### config.mk
export PLATFORM = sky130hd
export DESIGN_NAME = timer_prescaler_period_solver
export DESIGN_NICKNAME = d
export VERILOG_FILES = /design/src/hw/rtl/tpps_pkg.sv /design/src/hw/rtl/tpps_div.sv /design/src/hw/rtl/tpps_dp.sv /design/src/hw/rtl/tpps_ctrl.sv /design/src/hw/rtl/timer_prescaler_period_solver.sv
export SDC_FILE = /design/constraint.sdc
export NUM_CORES = 1
export LEC_CHECK = 0
export BUFFER_PORTS_ARGS = -buffer_cell sky130_fd_sc_hd__buf_2
export CAP_MARGIN = 30
export CORE_MARGIN = 3
export CORE_UTILIZATION = 55
export DETAILED_ROUTE_END_ITERATION = 8
export PLACE_DENSITY = 0.85
export SLEW_MARGIN = 20
export SYNTH_ARGS = -nofsm -noshare
export SYNTH_HDL_FRONTEND = slang
export SYNTH_HIERARCHICAL = 1
export SYNTH_SLANG_ARGS = --single-unit
export TNS_END_PERCENT = 20
### constraint.sdc
create_clock -name aclk -period 13.5 [get_ports aclk]
set_input_delay 2.7 -clock aclk [delete_from_list [all_inputs] [get_ports aclk]]
set_output_delay 2.7 -clock aclk [all_outputs]
set_load 0.01 [all_outputs]
### src/hw/rtl/tpps_pkg.sv
package tpps_pkg;

    // Register indexes on the configuration port
    localparam logic [1:0] REG_CLOCK_HZ       = 2'd0;
    localparam logic [1:0] REG_MAX_REQUEST_HZ = 2'd1;
    localparam logic [1:0] REG_MIN_PERIOD     = 2'd2;

    // Reset values of the configuration registers
    localparam logic [31:0] CLOCK_HZ_RST       = 32'd72000000;
    localparam logic [31:0] MAX_REQUEST_HZ_RST = 32'd720000;
    localparam logic [15:0] MIN_PERIOD_RST     = 16'd1000;

    // Divider operand selection
    localparam logic [1:0] DIV_CLK_BY_FREQ = 2'd0;
    localparam logic [1:0] DIV_CLK_BY_PRE  = 2'd1;
    localparam logic [1:0] DIV_TMP_BY_FREQ = 2'd2;

    // Controller to datapath commands
    typedef struct packed {
        logic       load_req;
        logic       div_start;
        logic [1:0] div_sel;
        logic       cap_pre;
        logic       cap_tmp;
        logic       cap_per;
        logic       out_load;
        logic       out_fail;
    } tpps_cmd_t;

    // Datapath to controller status
    typedef struct packed {
        logic freq_zero;
        logic pre_ok;
        logic div_busy;
        logic div_done;
        logic out_busy;
    } tpps_stat_t;

endpackage

### src/hw/rtl/tpps_div.sv
module tpps_div
    import tpps_pkg::*;
(
    input  logic        aclk,
    input  logic        aresetn,
    input  logic        start,
    input  logic [31:0] dividend,
    input  logic [31:0] divisor,
    output logic        busy,
    output logic        done,
    output logic [31:0] quotient
);

    logic [31:0] rem_reg, rem_next;
    logic [31:0] quo_reg, quo_next;
    logic [31:0] dvs_reg, dvs_next;
    logic [4:0]  cnt_reg, cnt_next;
    logic        busy_reg, busy_next;
    logic        done_reg, done_next;
    logic [32:0] trial;
    logic [32:0] diff;

    // One restoring step: shift in the next dividend bit and try a subtract
    always_comb begin
        trial     = {rem_reg, quo_reg[31]};
        diff      = trial - {1'b0, dvs_reg};
        rem_next  = rem_reg;
        quo_next  = quo_reg;
        dvs_next  = dvs_reg;
        cnt_next  = cnt_reg;
        busy_next = busy_reg;
        done_next = 1'b0;
        if (start) begin
            rem_next  = '0;
            quo_next  = dividend;
            dvs_next  = divisor;
            cnt_next  = '0;
            busy_next = 1'b1;
        end else if (busy_reg) begin
            if (!diff[32]) begin
                rem_next = diff[31:0];
                quo_next = {quo_reg[30:0], 1'b1};
            end else begin
                rem_next = trial[31:0];
                quo_next = {quo_reg[30:0], 1'b0};
            end
            cnt_next = cnt_reg + 5'd1;
            if (cnt_reg == 5'd31) begin
                busy_next = 1'b0;
                done_next = 1'b1;
            end
        end
    end

    always_ff @(posedge aclk) begin
        if (!aresetn) begin
            busy_reg <= 1'b0;
            done_reg <= 1'b0;
            cnt_reg  <= '0;
        end else begin
            busy_reg <= busy_next;
            done_reg <= done_next;
            cnt_reg  <= cnt_next;
        end
        rem_reg <= rem_next;
        quo_reg <= quo_next;
        dvs_reg <= dvs_next;
    end

    assign busy     = busy_reg;
    assign done     = done_reg;
    assign quotient = quo_reg;

endmodule

### src/hw/rtl/tpps_dp.sv
module tpps_dp
    import tpps_pkg::*;
#(
    parameter int COUNTER_BITS = 16
) (
    input  logic        aclk,
    input  logic        aresetn,
    input  logic        cfg_wen,
    input  logic [1:0]  cfg_addr,
    input  logic [31:0] cfg_wdata,
    input  logic [31:0] s_requested_hz,
    input  tpps_cmd_t   cmd,
    output tpps_stat_t  stat,
    output logic        m_valid,
    input  logic        m_ready,
    output logic        m_found,
    output logic [15:0] m_prescaler,
    output logic [15:0] m_period
);

    localparam logic [32:0] LIMIT = (33'd1 << COUNTER_BITS) - 33'd1;

    logic [31:0] clock_hz_reg;
    logic [31:0] max_req_reg;
    logic [15:0] min_per_reg;
    logic [31:0] freq_reg;
    logic [32:0] pre_reg;
    logic [31:0] tmp_reg;
    logic [31:0] per_reg;
    logic        out_valid_reg;
    logic        found_reg;
    logic [15:0] out_pre_reg;
    logic [15:0] out_per_reg;

    logic [31:0] freq_clamped;
    logic [31:0] div_a;
    logic [31:0] div_b;
    logic [31:0] div_q;
    logic        div_busy;
    logic        div_done;
    logic        per_ok;
    logic        found;

    // Configuration registers
    always_ff @(posedge aclk) begin
        if (!aresetn) begin
            clock_hz_reg <= CLOCK_HZ_RST;
            max_req_reg  <= MAX_REQUEST_HZ_RST;
            min_per_reg  <= MIN_PERIOD_RST;
        end else if (cfg_wen) begin
            case (cfg_addr)
                REG_CLOCK_HZ:       clock_hz_reg <= cfg_wdata;
                REG_MAX_REQUEST_HZ: max_req_reg  <= cfg_wdata;
                REG_MIN_PERIOD:     min_per_reg  <= cfg_wdata[15:0];
                default: ;
            endcase
        end
    end

    // Clamp the request to the configured maximum
    assign freq_clamped = (s_requested_hz >= max_req_reg) ? max_req_reg : s_requested_hz;

    // Divider operand selection
    always_comb begin
        case (cmd.div_sel)
            DIV_CLK_BY_FREQ: begin
                div_a = clock_hz_reg;
                div_b = freq_reg;
            end
            DIV_CLK_BY_PRE: begin
                div_a = clock_hz_reg;
                div_b = pre_reg[31:0];
            end
            DIV_TMP_BY_FREQ: begin
                div_a = tmp_reg;
                div_b = freq_reg;
            end
            default: begin
                div_a = clock_hz_reg;
                div_b = freq_reg;
            end
        endcase
    end

    tpps_div u_div (
        .aclk     (aclk),
        .aresetn  (aresetn),
        .start    (cmd.div_start),
        .dividend (div_a),
        .divisor  (div_b),
        .busy     (div_busy),
        .done     (div_done),
        .quotient (div_q)
    );

    // Working registers: clamped request, prescaler, intermediate, period
    always_ff @(posedge aclk) begin
        if (cmd.load_req) begin
            freq_reg <= freq_clamped;
        end
        if (cmd.cap_pre) begin
            pre_reg <= {1'b0, div_q >> COUNTER_BITS} + 33'd1;
        end
        if (cmd.cap_tmp) begin
            tmp_reg <= div_q;
        end
        if (cmd.cap_per) begin
            per_reg <= div_q;
        end
    end

    // Period range check
    assign per_ok = (per_reg >= {16'd0, min_per_reg}) && ({1'b0, per_reg} <= LIMIT);
    assign found  = !cmd.out_fail && per_ok;

    // Output register, holds while the receiver stalls
    always_ff @(posedge aclk) begin
        if (!aresetn) begin
            out_valid_reg <= 1'b0;
        end else if (cmd.out_load) begin
            out_valid_reg <= 1'b1;
        end else if (m_ready) begin
            out_valid_reg <= 1'b0;
        end
        if (cmd.out_load) begin
            found_reg   <= found;
            out_pre_reg <= found ? pre_reg[15:0] : 16'd0;
            out_per_reg <= found ? per_reg[15:0] : 16'd0;
        end
    end

    assign stat.freq_zero = (freq_reg == 32'd0);
    assign stat.pre_ok    = (pre_reg <= LIMIT);
    assign stat.div_busy  = div_busy;
    assign stat.div_done  = div_done;
    assign stat.out_busy  = out_valid_reg && !m_ready;

    assign m_valid     = out_valid_reg;
    assign m_found     = found_reg;
    assign m_prescaler = out_pre_reg;
    assign m_period    = out_per_reg;

endmodule

### src/hw/rtl/tpps_ctrl.sv
module tpps_ctrl
    import tpps_pkg::*;
(
    input  logic       aclk,
    input  logic       aresetn,
    input  logic       s_valid,
    output logic       s_ready,
    input  tpps_stat_t stat,
    output tpps_cmd_t  cmd
);

    localparam logic [2:0] S_IDLE   = 3'd0;
    localparam logic [2:0] S_CHK0   = 3'd1;
    localparam logic [2:0] S_WAIT1  = 3'd2;
    localparam logic [2:0] S_CHK1   = 3'd3;
    localparam logic [2:0] S_WAIT2  = 3'd4;
    localparam logic [2:0] S_START3 = 3'd5;
    localparam logic [2:0] S_WAIT3  = 3'd6;
    localparam logic [2:0] S_FIN    = 3'd7;

    logic [2:0] state_reg, state_next;
    logic       fail_reg, fail_next;

    // Sequencer over the three divisions
    always_comb begin
        state_next = state_reg;
        fail_next  = fail_reg;
        cmd        = '0;
        s_ready    = 1'b0;
        case (state_reg)
            S_IDLE: begin
                s_ready = 1'b1;
                if (s_valid) begin
                    cmd.load_req = 1'b1;
                    fail_next    = 1'b0;
                    state_next   = S_CHK0;
                end
            end
            S_CHK0: begin
                if (stat.freq_zero) begin
                    fail_next  = 1'b1;
                    state_next = S_FIN;
                end else begin
                    cmd.div_start = 1'b1;
                    cmd.div_sel   = DIV_CLK_BY_FREQ;
                    state_next    = S_WAIT1;
                end
            end
            S_WAIT1: begin
                if (stat.div_done) begin
                    cmd.cap_pre = 1'b1;
                    state_next  = S_CHK1;
                end
            end
            S_CHK1: begin
                if (!stat.pre_ok) begin
                    fail_next  = 1'b1;
                    state_next = S_FIN;
                end else begin
                    cmd.div_start = 1'b1;
                    cmd.div_sel   = DIV_CLK_BY_PRE;
                    state_next    = S_WAIT2;
                end
            end
            S_WAIT2: begin
                if (stat.div_done) begin
                    cmd.cap_tmp = 1'b1;
                    state_next  = S_START3;
                end
            end
            S_START3: begin
                cmd.div_start = 1'b1;
                cmd.div_sel   = DIV_TMP_BY_FREQ;
                state_next    = S_WAIT3;
            end
            S_WAIT3: begin
                if (stat.div_done) begin
                    cmd.cap_per = 1'b1;
                    state_next  = S_FIN;
                end
            end
            S_FIN: begin
                cmd.out_fail = fail_reg;
                if (!stat.out_busy) begin
                    cmd.out_load = 1'b1;
                    state_next   = S_IDLE;
                end
            end
            default: begin
                state_next = S_IDLE;
            end
        endcase
    end

    always_ff @(posedge aclk) begin
        if (!aresetn) begin
            state_reg <= S_IDLE;
            fail_reg  <= 1'b0;
        end else begin
            state_reg <= state_next;
            fail_reg  <= fail_next;
        end
    end

    // A division is never started over one in flight
    a_start_idle: assert property (@(posedge aclk) disable iff (!aresetn)
        cmd.div_start |-> !stat.div_busy)
        else $error("divider started while busy");

    // A result never overwrites one the receiver has not taken
    a_out_free: assert property (@(posedge aclk) disable iff (!aresetn)
        cmd.out_load |-> !stat.out_busy)
        else $error("output register overwritten");

    // Divider completion only arrives while the sequencer waits for it
    a_done_wait: assert property (@(posedge aclk) disable iff (!aresetn)
        stat.div_done |->
            (state_reg == S_WAIT1 || state_reg == S_WAIT2 || state_reg == S_WAIT3))
        else $error("divider done outside a wait state");

endmodule

### src/hw/rtl/timer_prescaler_period_solver.sv
// Timer prescaler and period solver.
// Input channel s_valid/s_ready carries a requested tick frequency in Hz;
// result channel m_valid/m_ready returns found, prescaler and period, one
// result per request. The request is clamped to max_request_hz, then the
// smallest prescaler whose period fits the counter is checked against
// min_period. Unfit or zero requests return found=0 with zero fields.
// Configuration: cfg_wen writes cfg_wdata into register cfg_addr
// (0 clock_hz, 1 max_request_hz, 2 min_period) at the clock edge; write
// only while no request is in flight.
// A full request runs all three 32-step divisions on the one shared
// radix-2 divider; requests rejected early (zero frequency, or prescaler
// too large) skip the remaining divisions. One request is in work at a
// time and the next one is accepted the cycle after the result is loaded.
// The result sits in an output register; a new request is accepted while it
// waits, and a finished result is held until m_ready takes the old one.
// Reset (aresetn low, synchronous) restores the register defaults and drops
// any request in work and any pending result.
module timer_prescaler_period_solver
    import tpps_pkg::*;
#(
    parameter int COUNTER_BITS = 16
) (
    input  logic        aclk,
    input  logic        aresetn,
    input  logic        cfg_wen,
    input  logic [1:0]  cfg_addr,
    input  logic [31:0] cfg_wdata,
    input  logic        s_valid,
    output logic        s_ready,
    input  logic [31:0] s_requested_hz,
    output logic        m_valid,
    input  logic        m_ready,
    output logic        m_found,
    output logic [15:0] m_prescaler,
    output logic [15:0] m_period
);

    tpps_cmd_t  cmd;
    tpps_stat_t stat;

    tpps_ctrl u_ctrl (
        .aclk    (aclk),
        .aresetn (aresetn),
        .s_valid (s_valid),
        .s_ready (s_ready),
        .stat    (stat),
        .cmd     (cmd)
    );

    tpps_dp #(
        .COUNTER_BITS (COUNTER_BITS)
    ) u_dp (
        .aclk           (aclk),
        .aresetn        (aresetn),
        .cfg_wen        (cfg_wen),
        .cfg_addr       (cfg_addr),
        .cfg_wdata      (cfg_wdata),
        .s_requested_hz (s_requested_hz),
        .cmd            (cmd),
        .stat           (stat),
        .m_valid        (m_valid),
        .m_ready        (m_ready),
        .m_found        (m_found),
        .m_prescaler    (m_prescaler),
        .m_period       (m_period)
    );

endmodule
==> out/qor.yml <==
vdd_drop_max_v: 0.0001149
root_buffer: "clkbuf_16"
drt_wl_total_um: 39620
rsz0062_at_grt: "false"
cts-htree-levels: 2
grt-ovfl-total: 0
worstPathArrival_ns: 5.04
hold_class: "reg2reg"
dp_cells: 1935
min_from: "u_ctrl/fail_reg"
gp_congestion: 0.9227
worstSkewPairLatency_ns: 0.53
fin_cells: 1999
postCtsSetupBuffers: 0
clockBufferDepth: 3
worstPathRequired_ns: 13.77
r2r_slack_ns: 9.73
drive_gt1_frac: 0.2021
p_leak_nw: 7.370
holdWs_ns: 0.4626
grt_util_all_layers: 0.2355
slowest_delay_ns: 0.67
syn_to_final_growth_pct: 12.43
vias: 11930
post_cts.resized_instances: 0
grt_max_degree: 89
post-route-drc-count: 0
netlist_instances: 1495
syn_area_sq_um: 16790
status: "finished clean"
nNetsFinal: 1737
crit_path_start: "s_requested_hz[25]"
relSlewSlack: 0.3781
io_pins: 106
placementRows: 63
hpwl_um: 27280
power_per_cell_area_nw_per_um2: 176.2
cts_tree: "built"
die_h_um: 180.7
avgSynthCellArea_sq_um: 11.23
period_needed_ns: 4.763
clkTransAtPathRegs_ns: 0.06
fmax_mhz: 210.0
finClkSkew_ns: 0.02993
viasPerCell: 5.969
finalHoldViolCount: 0
core-area_sq_um: 29870
grt_pass1_wl_um: 62430
drv_slew: 0
worstReg2RegStart: "u_dp/u_div/quotient[31]"
setup_viol: 0
path_cells: "buf_2, ha_1, a21o_1, a221o_1, a221oi_1, o311a_4, mux2_2"
cpMaxStageDelayCell: "o311a_4"
crit_fanout: 32
holdBufCountCts: 0
critPathLaunchType: "primary input"
end_kind: "register"
initial_utilization: 0.5620
synth_fp_nets: 1650
criticalPathCategory: "in2reg"
cap_violations: 0
clkSinkCount: 334
grt_antenna_before_repair: 5
dr.pass1.iters: 6
worst_pin_slew_ns: 0.9328
ys.warnings.count: 6
io_buffers: 105
cts_made_buffers: 35
dieArea_sq_um: 32660
grt_pass1_vias: 11830
fin_setup_tns_ns: 0
post_drt_wl_per_cell_um: 19.82
die_x_um: 180.7
ant_nets: 0
drt_iter0_drc: 997
finalCritPeriodShare: 0.3528
[layout by cell type (no fill, tap or decap), drive strengths merged, types with 25 or more instances in the layout]
master,instances
buf,123
a21oi,47
nand2,199
inv,103
ha,83
nor3b,35
mux2,114
clkbuf,38
nor2,74
edfxtp,210
a21boi,58
nor2b,25
dfxtp,124
a211oi,26
nand3,28
o21ai,27
[area by class of cell]
type | instances | area [sq um]
Multi-Input combinational cell | 990 | 7340
Timing Repair Buffer | 123 | 680.7
Antenna cell | 1 | 2.502
Fill cell | 2145 | 11000
Clock inverter | 25 | 321.6
Sequential cell | 334 | 8790
Clock buffer | 38 | 887.1
Tap cell | 390 | 488.0
Inverter | 98 | 367.9
[critical path, delay by kind of cell]
family	cells	cell delay, ns
mux	1	0.40
buf+inv	1	0.11
compound gates	4	1.50
fa+ha+maj	1	0.30
[where the power goes]
part,internal (mW),switching [mW]
Clock,0.601,0.410
Sequential,1.26,0.120
Combinational,0.397,0.540
[metal layers]
metal  vias up  wire length, um  part of all wire  track usage
met5         -               57            0.0014            0
met4         8             1362             0.034      0.09027
met3       104             2512             0.063      0.03986
met2       495            19690              0.50       0.4026
met1      5719            16000              0.40       0.3008
li1       5606                -                 -            -
[stage by stage]
step           utilization  cell area (sq um)  setup WS (ns)  total power, mW
2_1_floorplan            -              16790          6.932            2.085
3_3_place_gp        0.5899              17620          8.220            2.263
3_5_place_dp        0.5913              17670          8.210            2.304
4_1_cts             0.6318              18870          8.754            3.321
5_1_grt             0.6319              18880          8.654            3.482
6_report            0.6319              18880          8.737            3.326
[worst paths after layout]
path,to,depth (start not counted)
setup / recovery,u_dp/freq_reg[0],7
hold / removal,u_ctrl/fail_reg,2
setup reg to reg,u_dp/u_div/rem_reg[19],11
hold reg to reg,u_ctrl/fail_reg,2
Note: power is estimated with default switching activity, not from simulation.
